`src/design/tcc_pkg.sv`:
```
`timescale 1ns / 1ps

package tcc_pkg;

  // Screen geometry and tab width defaults
  localparam int SCREEN_COLUMNS = 80;
  localparam int SCREEN_ROWS    = 25;
  localparam int TAB_SPACES     = 4;

  // Fixed field widths
  localparam int SYM_W  = 8;
  localparam int COL_W  = 7;
  localparam int ROW_W  = 5;
  localparam int ATTR_W = 8;
  // Counts up to the largest tab width
  localparam int LEFT_W = 4;

  localparam logic [ATTR_W-1:0] ATTR_RESET = 8'h07;

  // Character codes
  localparam logic [SYM_W-1:0] CH_NUL   = 8'h00;
  localparam logic [SYM_W-1:0] CH_BS    = 8'h08;
  localparam logic [SYM_W-1:0] CH_TAB   = 8'h09;
  localparam logic [SYM_W-1:0] CH_LF    = 8'h0A;
  localparam logic [SYM_W-1:0] CH_CR    = 8'h0D;
  localparam logic [SYM_W-1:0] CH_SPACE = 8'h20;

  // Result kinds
  localparam logic KIND_WRITE = 1'b0;
  localparam logic KIND_CLEAR = 1'b1;

  typedef enum logic [1:0] {
    OP_WRITE,
    OP_BS,
    OP_LF,
    OP_CR
  } op_t;

  // One character in flight
  typedef struct packed {
    op_t               op;
    logic [SYM_W-1:0]  glyph;
    logic [LEFT_W-1:0] left;
    logic              clear;
  } work_t;

  // One result word
  typedef struct packed {
    logic              kind;
    logic [COL_W-1:0]  column;
    logic [ROW_W-1:0]  row;
    logic [ATTR_W-1:0] attribute;
    logic [SYM_W-1:0]  glyph;
    logic              last;
  } res_t;

endpackage

```
`src/design/tcc_decode.sv`:
```
`timescale 1ns / 1ps

module tcc_decode #(
  parameter int TabSpaces = tcc_pkg::TAB_SPACES
) (
  input  logic [tcc_pkg::SYM_W-1:0] symbol,
  output logic                      keep,
  output tcc_pkg::work_t            work
);
  import tcc_pkg::*;

  always_comb begin
    keep       = (symbol != CH_NUL);
    work.op    = OP_WRITE;
    work.glyph = symbol;
    work.left  = LEFT_W'(1);
    work.clear = 1'b0;
    case (symbol)
      CH_BS: begin
        work.op    = OP_BS;
        work.glyph = CH_SPACE;
      end
      CH_TAB: begin
        work.glyph = CH_SPACE;
        work.left  = LEFT_W'(TabSpaces);
      end
      CH_LF:   work.op = OP_LF;
      CH_CR:   work.op = OP_CR;
      default: work.op = OP_WRITE;
    endcase
  end

endmodule

```
`src/design/tcc_step.sv`:
```
`timescale 1ns / 1ps

module tcc_step #(
  parameter int ScreenColumns = tcc_pkg::SCREEN_COLUMNS,
  parameter int ScreenRows    = tcc_pkg::SCREEN_ROWS
) (
  input  tcc_pkg::work_t             work,
  input  logic [tcc_pkg::COL_W-1:0]  col,
  input  logic [tcc_pkg::ROW_W-1:0]  row,
  input  logic [tcc_pkg::ATTR_W-1:0] attr,
  output tcc_pkg::work_t             work_nxt,
  output logic [tcc_pkg::COL_W-1:0]  col_nxt,
  output logic [tcc_pkg::ROW_W-1:0]  row_nxt,
  output logic                       emit,
  output logic                       final_step,
  output tcc_pkg::res_t              res
);
  import tcc_pkg::*;

  logic [COL_W:0]    col_inc;
  logic [ROW_W:0]    row_inc;
  logic              col_wrap;
  logic              row_wrap;
  logic [LEFT_W-1:0] left_m;

  assign col_inc  = {1'b0, col} + (COL_W+1)'(1);
  assign row_inc  = {1'b0, row} + (ROW_W+1)'(1);
  assign col_wrap = (col_inc >= (COL_W+1)'(ScreenColumns));
  assign row_wrap = (row_inc >= (ROW_W+1)'(ScreenRows));
  assign left_m   = work.left - LEFT_W'(1);

  always_comb begin
    work_nxt = work;
    col_nxt  = col;
    row_nxt  = row;
    emit     = 1'b0;
    res      = '0;
    if (work.clear) begin
      // pending clear after a wrap off the bottom row
      emit           = 1'b1;
      res.kind       = KIND_CLEAR;
      res.last       = (work.left == '0);
      col_nxt        = '0;
      row_nxt        = '0;
      work_nxt.clear = 1'b0;
    end else begin
      case (work.op)
        OP_WRITE: begin
          emit          = 1'b1;
          res.kind      = KIND_WRITE;
          res.column    = col;
          res.row       = row;
          res.attribute = attr;
          res.glyph     = work.glyph;
          work_nxt.left = left_m;
          if (col_wrap) begin
            col_nxt = '0;
            if (row_wrap) begin
              row_nxt        = '0;
              work_nxt.clear = 1'b1;
            end else begin
              row_nxt = row_inc[ROW_W-1:0];
            end
          end else begin
            col_nxt = col_inc[COL_W-1:0];
          end
          res.last = (left_m == '0) && !(col_wrap && row_wrap);
        end
        OP_BS: begin
          if (col != '0) begin
            emit          = 1'b1;
            col_nxt       = col - COL_W'(1);
            res.kind      = KIND_WRITE;
            res.column    = col - COL_W'(1);
            res.row       = row;
            res.attribute = attr;
            res.glyph     = work.glyph;
            res.last      = 1'b1;
          end
        end
        OP_LF: begin
          col_nxt = '0;
          if (row_wrap) begin
            emit     = 1'b1;
            res.kind = KIND_CLEAR;
            res.last = 1'b1;
            row_nxt  = '0;
          end else begin
            row_nxt = row_inc[ROW_W-1:0];
          end
        end
        OP_CR:   col_nxt = '0;
        default: col_nxt = col;
      endcase
    end
    final_step = emit ? res.last : 1'b1;
  end

endmodule

```
`src/design/text_console_cursor_engine.sv`:
```
// Path: an accepted character word is held in the work register, and its first result word is
//   registered in the output register, which drives out_valid.
// Throughput: one character per cycle while out_stall is low and each causes at most one result;
//   one causing more holds the input, one result per cycle (out_stall permitting), until its last.
// Reset (rst_n, synchronous, active low): cursor to (0, 0), attribute to 7, pipeline empty.
`timescale 1ns / 1ps

module text_console_cursor_engine #(
  parameter int ScreenColumns = tcc_pkg::SCREEN_COLUMNS,
  parameter int ScreenRows    = tcc_pkg::SCREEN_ROWS,
  parameter int TabSpaces     = tcc_pkg::TAB_SPACES
) (
  input  logic                       clk,
  input  logic                       rst_n,
  input  logic                       in_valid,
  output logic                       in_stall,
  input  logic [tcc_pkg::SYM_W-1:0]  in_symbol,
  output logic                       out_valid,
  input  logic                       out_stall,
  output logic                       out_kind,
  output logic [tcc_pkg::COL_W-1:0]  out_column,
  output logic [tcc_pkg::ROW_W-1:0]  out_row,
  output logic [tcc_pkg::ATTR_W-1:0] out_attribute,
  output logic [tcc_pkg::SYM_W-1:0]  out_glyph,
  output logic                       out_last,
  input  logic                       cfg_wr_en,
  input  logic [tcc_pkg::ATTR_W-1:0] cfg_wr_data
);
  import tcc_pkg::*;

  // Work register: the character being turned into results
  logic              wk_valid_r;
  logic              wk_valid_nxt;
  work_t             wk_r;
  work_t             wk_nxt;

  // Cursor and attribute
  logic [COL_W-1:0]  cur_col_r;
  logic [COL_W-1:0]  cur_col_nxt;
  logic [ROW_W-1:0]  cur_row_r;
  logic [ROW_W-1:0]  cur_row_nxt;
  logic [ATTR_W-1:0] attr_r;

  // Output register
  logic              out_valid_r;
  res_t              res_r;

  // Decode and step results
  logic              dec_keep;
  work_t             dec_work;
  work_t             stp_work;
  logic [COL_W-1:0]  stp_col;
  logic [ROW_W-1:0]  stp_row;
  logic              stp_emit;
  logic              stp_final;
  res_t              stp_res;

  logic              out_free;
  logic              go;
  logic              in_acc;

  tcc_decode #(
    .TabSpaces (TabSpaces)
  ) u_decode (
    .symbol (in_symbol),
    .keep   (dec_keep),
    .work   (dec_work)
  );

  tcc_step #(
    .ScreenColumns (ScreenColumns),
    .ScreenRows    (ScreenRows)
  ) u_step (
    .work       (wk_r),
    .col        (cur_col_r),
    .row        (cur_row_r),
    .attr       (attr_r),
    .work_nxt   (stp_work),
    .col_nxt    (stp_col),
    .row_nxt    (stp_row),
    .emit       (stp_emit),
    .final_step (stp_final),
    .res        (stp_res)
  );

  // Advance the step only when the output register can take a word this cycle
  assign out_free = !out_valid_r || !out_stall;
  assign go       = wk_valid_r && out_free;

  // Take a new character when the work register is empty or empties this cycle
  assign in_stall = wk_valid_r && !(go && stp_final);
  assign in_acc   = in_valid && !in_stall;

  always_comb begin
    wk_valid_nxt = wk_valid_r;
    wk_nxt       = wk_r;
    cur_col_nxt  = cur_col_r;
    cur_row_nxt  = cur_row_r;
    if (go) begin
      cur_col_nxt = stp_col;
      cur_row_nxt = stp_row;
      wk_nxt      = stp_work;
      if (stp_final) begin
        wk_valid_nxt = 1'b0;
      end
    end
    if (in_acc) begin
      // drop NUL here: it never occupies the work register
      wk_valid_nxt = dec_keep;
      wk_nxt       = dec_work;
    end
  end

  always_ff @(posedge clk) begin
    if (!rst_n) begin
      wk_valid_r  <= 1'b0;
      cur_col_r   <= '0;
      cur_row_r   <= '0;
      attr_r      <= ATTR_RESET;
      out_valid_r <= 1'b0;
    end else begin
      wk_valid_r <= wk_valid_nxt;
      cur_col_r  <= cur_col_nxt;
      cur_row_r  <= cur_row_nxt;
      if (cfg_wr_en) begin
        attr_r <= cfg_wr_data;
      end
      if (go && stp_emit) begin
        out_valid_r <= 1'b1;
      end else if (!out_stall) begin
        out_valid_r <= 1'b0;
      end
    end
  end

  // Payload registers: no reset needed
  always_ff @(posedge clk) begin
    wk_r <= wk_nxt;
    if (go && stp_emit) begin
      res_r <= stp_res;
    end
  end

  assign out_valid     = out_valid_r;
  assign out_kind      = res_r.kind;
  assign out_column    = res_r.column;
  assign out_row       = res_r.row;
  assign out_attribute = res_r.attribute;
  assign out_glyph     = res_r.glyph;
  assign out_last      = res_r.last;

`ifndef NO_ASSERTIONS
  // Cursor stays on the screen
  a_cursor_on_screen: assert property (@(posedge clk) disable iff (!rst_n)
    (cur_col_r < COL_W'(ScreenColumns)) && (cur_row_r < ROW_W'(ScreenRows)))
    else $error("cursor left the screen");

  // A clear word carries zero position, attribute and glyph
  a_clear_zero: assert property (@(posedge clk) disable iff (!rst_n)
    (out_valid && out_kind == KIND_CLEAR) |->
      (out_column == '0 && out_row == '0 && out_attribute == '0 && out_glyph == '0))
    else $error("clear word with non-zero fields");

  // A pending clear with tab spaces still to follow holds the input until they are done
  a_clear_not_lost: assert property (@(posedge clk) disable iff (!rst_n)
    (wk_valid_r && wk_r.clear && (wk_r.left != '0)) |-> in_stall)
    else $error("new character taken while a clear is pending");

  // A final result word from the step is registered and presented with out_last set
  a_last_write_idle: assert property (@(posedge clk) disable iff (!rst_n)
    (go && stp_emit && stp_res.last) |=> (out_valid && out_last))
    else $error("final word not presented");
`endif

endmodule
```
`config.mk`:
```
export PLATFORM = sky130hd
export DESIGN_NAME = text_console_cursor_engine
export DESIGN_NICKNAME = d
export VERILOG_FILES = /design/src/design/tcc_pkg.sv /design/src/design/tcc_decode.sv /design/src/design/tcc_step.sv /design/src/design/text_console_cursor_engine.sv
export SDC_FILE = /design/constraint.sdc
export NUM_CORES = 1
export LEC_CHECK = 0
export ABC_CLOCK_PERIOD_IN_PS = 2700
export BUFFER_PORTS_ARGS = -buffer_cell sky130_fd_sc_hd__buf_2
export CAP_MARGIN = 20
export CORE_ASPECT_RATIO = 0.5
export CORE_MARGIN = 2
export CORE_UTILIZATION = 50
export DETAILED_ROUTE_END_ITERATION = 8
export PLACE_DENSITY = 0.78
export SYNTH_ARGS = -nofsm -noshare
export SYNTH_HDL_FRONTEND = slang
export SYNTH_HIERARCHICAL = 1
export SYNTH_SLANG_ARGS = --single-unit
```
`constraint.sdc`:
```
create_clock -name clk -period 2.7 [get_ports clk]
set_input_delay 0 -clock clk [delete_from_list [all_inputs] [get_ports clk]]
set_output_delay 0 -clock clk [all_outputs]
set_load 0.02 [all_outputs]
```
Word level (Yosys, flattened, before mapping)
Cells that the tools add are included.

word-level totals
  memories kept = 0
  word-level logic and storage cells = 92
  register bits = 67
  input bits = 21
  memory bits (writable) = 0
  output and inout port bits = 32
  bits in latches = 0
  memory bits (read-only) = 0

operators by class
  equal/unequal tests = 11
  multiply operators = 0
  bitwise operators = 0
  muxes and demuxes = 32
  div/mod/pow operators = 0
  reductions and logical operators = 28
  add/sub/neg operators = 4
  $lt $le $gt $ge = 2
  shift operators = 0

operators with widths
  kind                                                               number
  one-hot mux 28 bit (2 select lines)                                1
  == test 8 x 4 -> 1 bit, second input constant                      4
  2-to-1 mux 29 bit                                                  1
  2-to-1 mux 5 bit                                                   5
  2-to-1 mux 7 bit                                                   3
  one-hot mux 7 bit (3 select lines)                                 1
  2-to-1 mux 15 bit                                                  1
  2-to-1 mux 1 bit                                                   12
  one-hot mux 5 bit (2 select lines)                                 1
  adder 7 x 1 -> 8 bit, second input constant                        1
  greater-or-equal comparator 8 x 7 -> 1 bit, second input constant  1
  logical NOT 4 bit                                                  2
  2-to-1 mux 8 bit                                                   1
  nonzero test 8 bit                                                 1
  logical AND 1 bit                                                  7
  nonzero test 7 bit                                                 1
  subtractor 7 x 1 -> 7 bit, second input constant                   1
  adder 5 x 1 -> 6 bit, second input constant                        1
  greater-or-equal comparator 6 x 5 -> 1 bit, second input constant  1
  != test 3 x 2 -> 1 bit, second input constant                      2
  one-hot mux 1 bit (3 select lines)                                 2
  one-hot mux 2 bit (3 select lines)                                 1
  AND reduction 3 bit                                                2
  nonzero test 2 bit                                                 3
  other kinds (13)                                                   21

Depth between registers and ports, before layout
Gate-level depths: netlist of the first run.

  depth in word-level cells = 15
  gate-level depth with buffers = 11
  gate-level depth less buffers = 10

By module
The synthesis of the first run kept the hierarchy.

modules (own cells, without submodules)
  module                      area each (um^2)  cells each  instances
  text_console_cursor_engine  2421.1            152         1
  tcc_step                    1370.1            205         1
  tcc_decode                  165.2             24          1

Worst setup path before layout of the first run
OpenSTA, ideal clock, no wires.

  path kind = reg2reg
  start = reg cur_col_r[1]
  end = reg wk_r[0] in the netlist's numbering (enable)
  period minus slack after synthesis = 2.857 ns
  stages on the path, launching flop included = 10
  slack = -0.157 ns
  arrival = 2.500 ns
  data required time = 2.343 ns
  path through = dfxtp_1 ha_1 nand3_4 a221oi_4 nor2_1 o2111ai_1 o211ai_1 a31oi_4 buf_6 nand2_1

between the ends
  word-level cells in the longest chain between the ends = 13

ends and longest elaborated chain
  what                                        line                               text
  from (decl)                                 text_console_cursor_engine.sv:38   logic [COL_W-1:0] cur_col_r;
  from (signal assigned)                      text_console_cursor_engine.sv:123  cur_col_r <= cur_col_nxt;
  adder 7 x 1 -> 8 bit                        tcc_step.sv:26                     assign col_inc = {1'b0, col} + (COL_W+1)'(1);
  greater-or-equal comparator 8 x 7 -> 1 bit  tcc_step.sv:28                     assign col_wrap = (col_inc >= (COL_W+1)'(ScreenColumns));
  logical AND 1 bit                           tcc_step.sv:67                     res.last = (left_m == '0) && !(col_wrap && row_wrap);
  logical NOT 1 bit                           tcc_step.sv:67
  logical AND 1 bit                           tcc_step.sv:67
  one-hot mux 1 bit (3 select lines)          tcc_step.sv:47                     case (work.op)
  2-to-1 mux 1 bit                            tcc_step.sv:38                     if (work.clear) begin
  2-to-1 mux 1 bit *                          tcc_step.sv:96                     final_step = emit ? res.last : 1'b1;
  via stp_final                               text_console_cursor_engine.sv:55   logic stp_final;
  logical AND 1 bit *                         text_console_cursor_engine.sv:91   assign in_stall = wk_valid_r && !(go && stp_final);
  logical NOT 1 bit *                         text_console_cursor_engine.sv:91
  logical AND 1 bit *                         text_console_cursor_engine.sv:91
  logical NOT 1 bit *                         text_console_cursor_engine.sv:92   assign in_acc = in_valid && !in_stall;
  logical AND 1 bit *                         text_console_cursor_engine.sv:92
  to (signal assigned)                        text_console_cursor_engine.sv:138  wk_r <= wk_nxt;
  to (decl)                                   text_console_cursor_engine.sv:34   work_t wk_r;

The timed path passes the listed nets; every way through them passes the cells marked *.
A chain may end at the register's enable or synchronous reset.

==> metrics, run 1 <==
maximum VDD drop=0.0004218 V; DP Cell Count=527; Ports=53; worst slew pin tran=about 0.65 ns; status=finished clean; largest net degree at the start of global routing=25; Area growth syn-to-layout=20.37%; top-count cell post-synth=nand2_1; CTS tree=built; Rows=22; total number of vias=2986; DR top layer=met4; Worst-path clk slew=0.05 ns; worst setup path start=cur_row_r[1]; Hold Worst Slack=0.02493 ns; Max H-tree Level=3; Syn. warnings=6; Final Hold Viols=0; Design Area, Final=0.004762 mm^2; met2 wire len=3823 um; Final Skew=between 0.003 and 0.004 ns; worst path cell trace=inv_1 > ha_1 > and3b_1 > nand4_1 > o31a_1 > o2111ai_2 > o211ai_1 > a31oi_4 > buf_12 > mux2_2; Tot GR Track Use=about a fifth; Post-Syn Area=0.003956 mm^2; fin. max-slew vios=0; area leader, netlist=edfxtp_1; nets=467; FF-to-FF setup slack=0.15 ns; final setup fails=0; final non-filler cell total=about 550; Synth top area share=34.16%; Reg2Reg Depth=10; post-route antenna net violation count=0; Post-Synthesis Cells=381; Tmin final=2.555 ns; CP Capture Type=register; Sequential Area=0.001795 mm^2; Multi-input gate area=0.001909 mm^2; CP Launch Type=register; worst min path class=in2reg; cell family with most CP delay=compound AO/OA/AOI/OAI gates; RR Startpoint=cur_row_r[1]; GP Congestion=between 0.8 and 0.9; top post-synthesis cells by area=edfxtp_1, dfxtp_1, nand2_1, and2_1, mux2_4; Async SR Flop Fraction=0%; Synth cell types=70; Leakage Power=about 0.0018 uW; DIE WIDTH=~130 um; Seq/Total Area, Yosys=45.29%; fraction of layout cells with a size suffix above 1=28.22%; power per cell area=between 800 and 900 mW/mm^2; drt pass-1 iters=4; ys flop type=edfxtp_1; Die ar.=around 0.0087 mm^2; chip height=66.90 um; DP Wirelength=approximately 5900 um; CP Class=reg2reg; synthesized area per cell=about 10 um^2; first-pass GRT wire length=13570 um; area of placed instances=between 0.004 and 0.005 mm^2; reg2reg end=wk_r[13]; # clock sinks=67; Core Box Area=0.007487 mm^2; met1 WL=4082 um; CTS Buffer Depth=2; antenna diode count=0; Clk Latency, worst-skew pair=0.33 ns; antenna violations before repair=0; wire length on met3=526 um; Seq cells post-synth=67; vias per std cell=5.419; DRC violations left=0; Critical Path Fanout Max=16; CTS Buf Count=9; drt total wl=8530 um; Data arrival, critical path=2.63 ns; Wirelength per Cell=15.48 um; Port Buffers=52; Bufs and invs on worst path=2; Peak Freq=around 390 MHz; Initial Util=52.84%; Hold Crit Depth=2; Worst EP required=~2.8 ns; hold path startpoint=rst_n; RSZ-0062 raised after global routing=no; Slew HR=56.57%; Final Cycle Share=94.62%; gr ovfl total=0; DRT iter0 DRCs=230; vias in the first global route=2744; CP max stage delay=between 0.3 and 0.4 ns; clk root buf=clkbuf_16; fill cell count=618; Max Cap Violations=0; setup TNS=0 ns; top post-synthesis cells by count=nand2_1, edfxtp_1, and2_1; Hold Path End=attr_r[1]; number of synthesized flops with an enable pin=45; CP max-delay cell=dfxtp_1
## cell families (layout without fill, tap and decap cells)
group,Yosys count,count (layout),synth area share (%)
AO/OA/AOI/OAI,77,77,15.37
AND/OR/NAND/NOR,144,144,20.15
XOR/XNOR,7,7,1.550
other,1,3,0.09479
flip-flops,67,67,45.29
adder cells (fa/ha/maj),8,8,2.530
buffers and inverters,52,112,7.369
multiplexers,25,25,7.653
## routing by layer
layer | vias to the layer above | track usage [%]
met3 | 7 | 5.703
met1 | 1412 | 28.21
met5 | - | 0
met2 | 94 | 32.40
li1 | 1473 | -
met4 | 0 | 6.989
## cell usage in the layout, fill, tap and decap left out, types with 4 or more instances in the layout
master	n
a21boi_0	14
a21oi_1	11
and2_1	25
buf_2	52
buf_4	20
clkbuf_16	9
dfxtp_1	19
dlygate4sd3_1	8
edfxtp_1	45
ha_1	6
inv_1	12
mux2_2	6
mux2_4	9
mux2i_1	10
nand2_1	45
nand2b_1	4
nand3_1	11
nor2_1	13
nor2b_1	8
nor3_1	13
o211ai_1	5
o21ai_0	9
xnor2_1	6
## stage by stage
| step | power, uW | util, % | worst slack (ns) |
|---|---|---|---|
| after floorplan | 2251 | - | 0.01922 |
| after global placement | 2489 | 57.84 | 0.1541 |
| after detailed placement | 2514 | 57.84 | 0.1049 |
| after CTS | 3839 | 63.37 | 0.09042 |
| after global routing | 4015 | 63.60 | 0.02027 |
| final | 3842 | 63.60 | 0.1453 |
## flip-flops by register name (all words and copies together) (netlist names), 5 cells and up
| name | flops |
|---|---|
| out_row | 5 |
| cur_col_r | 7 |
| out_attribute | 8 |
| attr_r | 8 |
| out_glyph | 8 |
| wk_r | 15 |
| cur_row_r | 5 |
| out_column | 7 |
## how the worst max path moves through the flow
stage                     slack [ns]       end  cells after the start
after floorplan                 0.02  wk_r[10]                      9
after global placement          0.15  wk_r[14]                      9
after detailed placement        0.10   wk_r[1]                      9
after CTS                       0.09  wk_r[13]                      9
after global routing            0.02   wk_r[1]                     10
final                           0.15  wk_r[13]                     10
## worst reg2reg max path: stages (launching register included)
cell       delay [ns]
dfxtp_1          0.36
inv_1            0.09
ha_1             0.24
and3b_1          0.18
nand4_1          0.12
o31a_1           0.17
o2111ai_2        0.20
o211ai_1         0.19
a31oi_4          0.21
buf_12           0.19
mux2_2           0.36
## power by group
part | switching, uW | total, uW | internal (uW)
clock | 409 | 1310 | 898
combinational | 637 | 1100 | 463
sequential | 101 | 1430 | 1330
## cell type report
class / count / area share (%)
multi-input combinational: 264 / 40.09
timing repair buffer: 82 / 11.14
sequential: 67 / 37.70
tap: 108 / 2.838
inverter: 14 / 1.209
clock inverter: 5 / 2.128
clock buffer: 11 / 4.887
## timing repair
item	CTS	global route
endpoints found under the hold margin	8	0
gates resized for setup	0	6
buffers inserted	0	0
endpoints found under the setup margin	0	28
hold buffers	8	0
Note: power is estimated with default switching activity, not from simulation.
==> run 2, diff against run 1 <==
- ABC_CLOCK_PERIOD_IN_PS: 2700 -> 3010
- PLACE_DENSITY: 0.78 -> 0.75
- clock period: 2.7 -> 3.01 ns (I/O delays scaled with it)
==> metrics, run 2 (same netlist as run 1, synthesis figures left out) <==
Sequential Area=roughly 0.0018 mm^2; DP Cell Count=521; CP Launch Type=register; antenna violations before repair=0; post-route antenna net violation count=0; vias in the first global route=2797; Clk Latency, worst-skew pair=approximately 0.34 ns; RSZ-0062 raised after global routing=no; clk root buf=clkbuf_16; Bufs and invs on worst path=1; worst slew pin tran=between 0.9 and 1 ns; fill cell count=649; Die ar.=0.008684 mm^2; most frequent cells in the layout=buf_2, nand2_1, edfxtp_1; Rows=22; fin. max-slew vios=0; worst min path class=in2reg; CTS Buffer Depth=2; Reg2Reg Depth=9; Final Hold Viols=0; first-pass GRT wire length=14550 um; cell family with most CP delay=compound AO/OA/AOI/OAI gates; # clock sinks=67; Largest register FFs=15; antenna diode count=0; Multi-input gate area=~0.0019 mm^2; worst path cell trace=ha_1 > nand3_4 > a221oi_4 > nor2_1 > o2111ai_1 > o211ai_1 > a31oi_4 > buf_12 > mux2_2; final setup fails=0; status=finished clean; Post CTS Setup Buffer Count=0; Area growth syn-to-layout=18.03%; Tmin final=2.719 ns; RR Startpoint=cur_col_r[0]; DIE WIDTH=129.8 um; final non-filler cell total=545; Crit path depth=9; Hold Worst Slack=0.01881 ns; Max Cap Violations=0; Max H-tree Level=3; post-layout util=62.37%; Tot GR Track Use=22.62%; GP Congestion=0.9409; fraction of layout cells with a size suffix above 1=roughly a quarter; maximum VDD drop=0.0003367 V; CP Capture Type=register; total number of vias=roughly 3.0k; CTS tree=built; CP max-delay cell=dfxtp_1; Worst-path clk slew=0.06 ns; Final Worst Setup Slack=between 0.2 and 0.3 ns; DRC violations left=0; drt total wl=8898 um; vias per std cell=5.565; Initial Util=roughly 53%; DP Wirelength=6123 um; Peak Freq=367.8 MHz; reg2reg end=wk_r[14]; Port Buffers=52; setup TNS=0 ns; CP Class=reg2reg; Leakage Power=0.001818 uW; Top reg by flops=wk_r; Ports=53; Slew HR=approximately a third; Critical Path Fanout Max=16; power per cell area=between 700 and 800 mW/mm^2; most common cell after layout, fill and taps aside=buf_2; DRT iter0 DRCs=298; CTS Buf Count=9; CP max stage delay=0.37 ns; Setup WS pre-CTS=0.3269 ns; nets=roughly 460; Data arrival, critical path=between 2 and 3 ns; Wirelength per Cell=16.33 um; drt pass-1 iters=4; Setup crit end=wk_r[14]; Final Skew=between 0.004 and 0.005 ns; largest net degree at the start of global routing=31; Worst EP required=around 3.1 ns; chip height=66.90 um; Post-CTS Resized=0; gr ovfl total=0; worst setup path start=cur_col_r[0]; FF-to-FF setup slack=0.29 ns; Core Box Area=roughly 0.0075 mm^2; Final Cycle Share=90.33%
[run 2: cell types whose count changed in the layout (fill, tap and decap cells not counted), sizes merged]
cell and delta:
clkbuf -2, buf -6, inv +5, clkinv -1, clkinvlp -1, bufinv -1
[run 2: timing repair]
item	in CTS	in global routing
endpoints found under the setup margin	0	0
hold endpoints to repair	8	0
hold buffers	8	0
[run 2: per-stage QoR]
stage,cell area [um^2],power (uW)
after floorplan,3964,2017
after global placement,4258,2208
after detailed placement,4258,2231
after CTS,4669,3409
after global routing,4669,3564
final,4669,3393
[run 2: worst register-to-register path: cells and delay by family, from the launching register on]
kind | cells | cell delay [ns]
compound gates | 4 | 1.02
fa+ha+maj | 1 | 0.27
buf+inv | 1 | 0.19
flops | 1 | 0.37
mux | 1 | 0.36
simple gates | 2 | 0.26
[run 2: power breakdown]
part | leakage, uW | switching, uW | internal [uW]
Sequential | 0.000616 | 88.8 | 1200
Combinational | 0.00104 | 566 | 383
Clock | 0.000163 | 418 | 742
[run 2: metal layers]
layer | GRT usage (%) | routed length, um | vias to the layer above
li1 | - | - | 1462
met1 | 31.29 | 4123 | 1446
met2 | 34.42 | 4006 | 111
met3 | 5.703 | 637 | 14
met4 | 8.065 | 130 | 0
met5 | 0 | 0 | -
[run 2: final cells by class]
cell class              count  area share, %
inverters                  14          1.233
well taps                 108          2.894
clock inverters             7          2.278
clock buffers               9          4.823
repair buffers             76          10.13
flip-flops and latches     67          38.37
multi-input cells         264          40.27
[run 2: worst min-delay path by stage]
stage              startpoint         to  slack (ns)  depth (start not counted)
5_1_grt          in_symbol[6]   wk_r[11]        0.02                          2
3_5_place_dp   cfg_wr_data[0]  attr_r[0]        0.24                          3
4_1_cts          in_symbol[6]   wk_r[11]       0.009                          2
2_1_floorplan  cfg_wr_data[0]  attr_r[0]        0.13                          2
3_3_place_gp   cfg_wr_data[2]  attr_r[2]        0.22                          3
6_report         in_symbol[6]   wk_r[11]        0.02                          2
==> run 3, diff against run 2 <==
- CORE_ASPECT_RATIO: 0.5 -> 1.2
==> metrics, run 3 (same netlist as run 1, synthesis figures left out) <==
status=finished clean; antenna violations before repair=0; CTS Buffer Depth=2; DIE WIDTH=85.20 um; Hold Path End=attr_r[2]; DRC violations left=0; drt pass-1 iters=4; Worst EP required=3.11 ns; power per cell area=639.1 mW/mm^2; CP Capture Type=register; Wirelength per Cell=15.47 um; CP Launch Type=register; antenna diode count=0; Initial Util=51.62%; nets=between 400 and 500; # clock sinks=67; Max H-tree Level=3; maximum VDD drop=0.0003581 V; hold path startpoint=rst_n; GP Congestion=0.9406; total number of vias=between 2k and 3k; Rows=35; most frequent cells in the layout=buf_2, nand2_1, edfxtp_1; Port Buffers=52; Die ar.=0.008643 mm^2; setup TNS=0 ns; drt total wl=8154 um; post-route antenna net violation count=0; met3 usage=4.156%; Ports=53; Final Skew=around 0.0091 ns; Worst-path clk slew=0.08 ns; largest net degree at the start of global routing=27; DP Wirelength=5548 um; CP Class=reg2reg; gr ovfl total=0; Slew HR=47.32%; grt met2 use=31.91%; Core Box Area=approximately 0.0077 mm^2; vias per std cell=5.590; met1 Use GR=between 20% and 30%; Reg2Reg Depth=9; vias in the first global route=2749; Leakage Power=around 0.0017 uW; Area growth syn-to-layout=13.47%; Hold Crit Depth=2; Max Cap Violations=0; RSZ-0062 raised after global routing=no; chip height=101.4 um; most common cell after layout, fill and taps aside=buf_2; worst slew pin tran=0.7841 ns; FF-to-FF setup slack=0.22 ns; Critical Path Fanout Max=16; final setup fails=0; most used routing layer=met2; Data arrival, critical path=slightly below 3 ns; CTS Buf Count=9; worst min path class=in2reg; clk root buf=clkbuf_8; Final Cycle Share=92.75%; Peak Freq=358.2 MHz; Tmin final=2.792 ns; CTS tree=built; first-pass GRT wire length=13380 um; reg2reg end=wk_r[14]; RR Startpoint=cur_col_r[1]; Tot GR Track Use=19.55%; Largest register FFs=15; fin. max-slew vios=0; Top reg by flops=wk_r; Final Hold Viols=0; Hold Worst Slack=between 0.007 and 0.008 ns; DRT iter0 DRCs=156; fraction of layout cells with a size suffix above 1=25.52%; Clk Latency, worst-skew pair=0.35 ns
run 3: cell types whose count changed in the layout (fill, tap and decap cells not counted), sizes merged:
cell         previous run  this run
inv                    18        14
buf                    68        64
clkinv                  1         6
clkinvlp                0         1
dlygate4sd3             8        10
bufinv                  2         0
run 3: how the worst max path moves through the flow:
| stage | startpoint | to | slack (ns) | cells past startpoint |
|---|---|---|---|---|
| floorplan | cur_col_r[1] | wk_r[0] | 0.15 | 9 |
| global placement | cur_col_r[1] | wk_r[1] | 0.23 | 9 |
| detailed placement | cur_col_r[1] | wk_r[14] | 0.16 | 9 |
| CTS | cur_col_r[1] | wk_r[14] | 0.13 | 9 |
| global route | cur_col_r[1] | wk_r[12] | 0.03 | 9 |
| finish | cur_col_r[1] | wk_r[14] | 0.22 | 9 |
run 3: what timing repair did:
item                                   CTS  global route
setup buffers                            0             0
setup endpoints to repair                0            28
endpoints found under the hold margin   10             0
resized for setup                        0             1
hold buffers                            10             0
run 3: cell type report:
cell class                 count  area (um^2)
clock buffer                   9        123.9
clock inverter                 7        43.79
fill                         638         3174
inverter                      14        57.56
multi-input combinational    264         1881
sequential                    67         1793
tap                           92        115.1
timing repair buffer          74        475.5
run 3: stage by stage:
stage               setup slack [ns]  power (uW)  utilization [%]  area, um^2  cells
floorplan                     0.1532        2017                -        3964    383
global placement              0.2292        2195            55.07        4220    501
detailed placement            0.1555        2225            55.07        4220    501
CTS                           0.1294        2888            58.56        4488    527
global route                 0.03496        3033            58.58        4489    527
finish                        0.2181        2869            58.58        4489    527
run 3: critical path, stage by stage, from the launching register on:
cell and delay [ns]:
dfxtp_2 0.41, ha_1 0.28, nand3_4 0.16, a221oi_4 0.38, nor2_1 0.10, o2111ai_1 0.25
o211ai_1 0.21, a31oi_4 0.23, buf_12 0.18, mux2_2 0.34
run 3: per-layer routing:
layer | wire [um] | vias up
li1 | - | 1460
met1 | 3536 | 1380
met2 | 4029 | 87
met3 | 367 | 19
met4 | 222 | 0
met5 | 0 | -
run 3: where the power goes:
| group | switching [uW] | total (uW) | internal [uW] |
|---|---|---|---|
| sequential | 88.4 | 1280 | 1190 |
| clock | 358 | 653 | 295 |
| combinational | 544 | 934 | 390 |
| total | 990 | 2870 | 1880 |
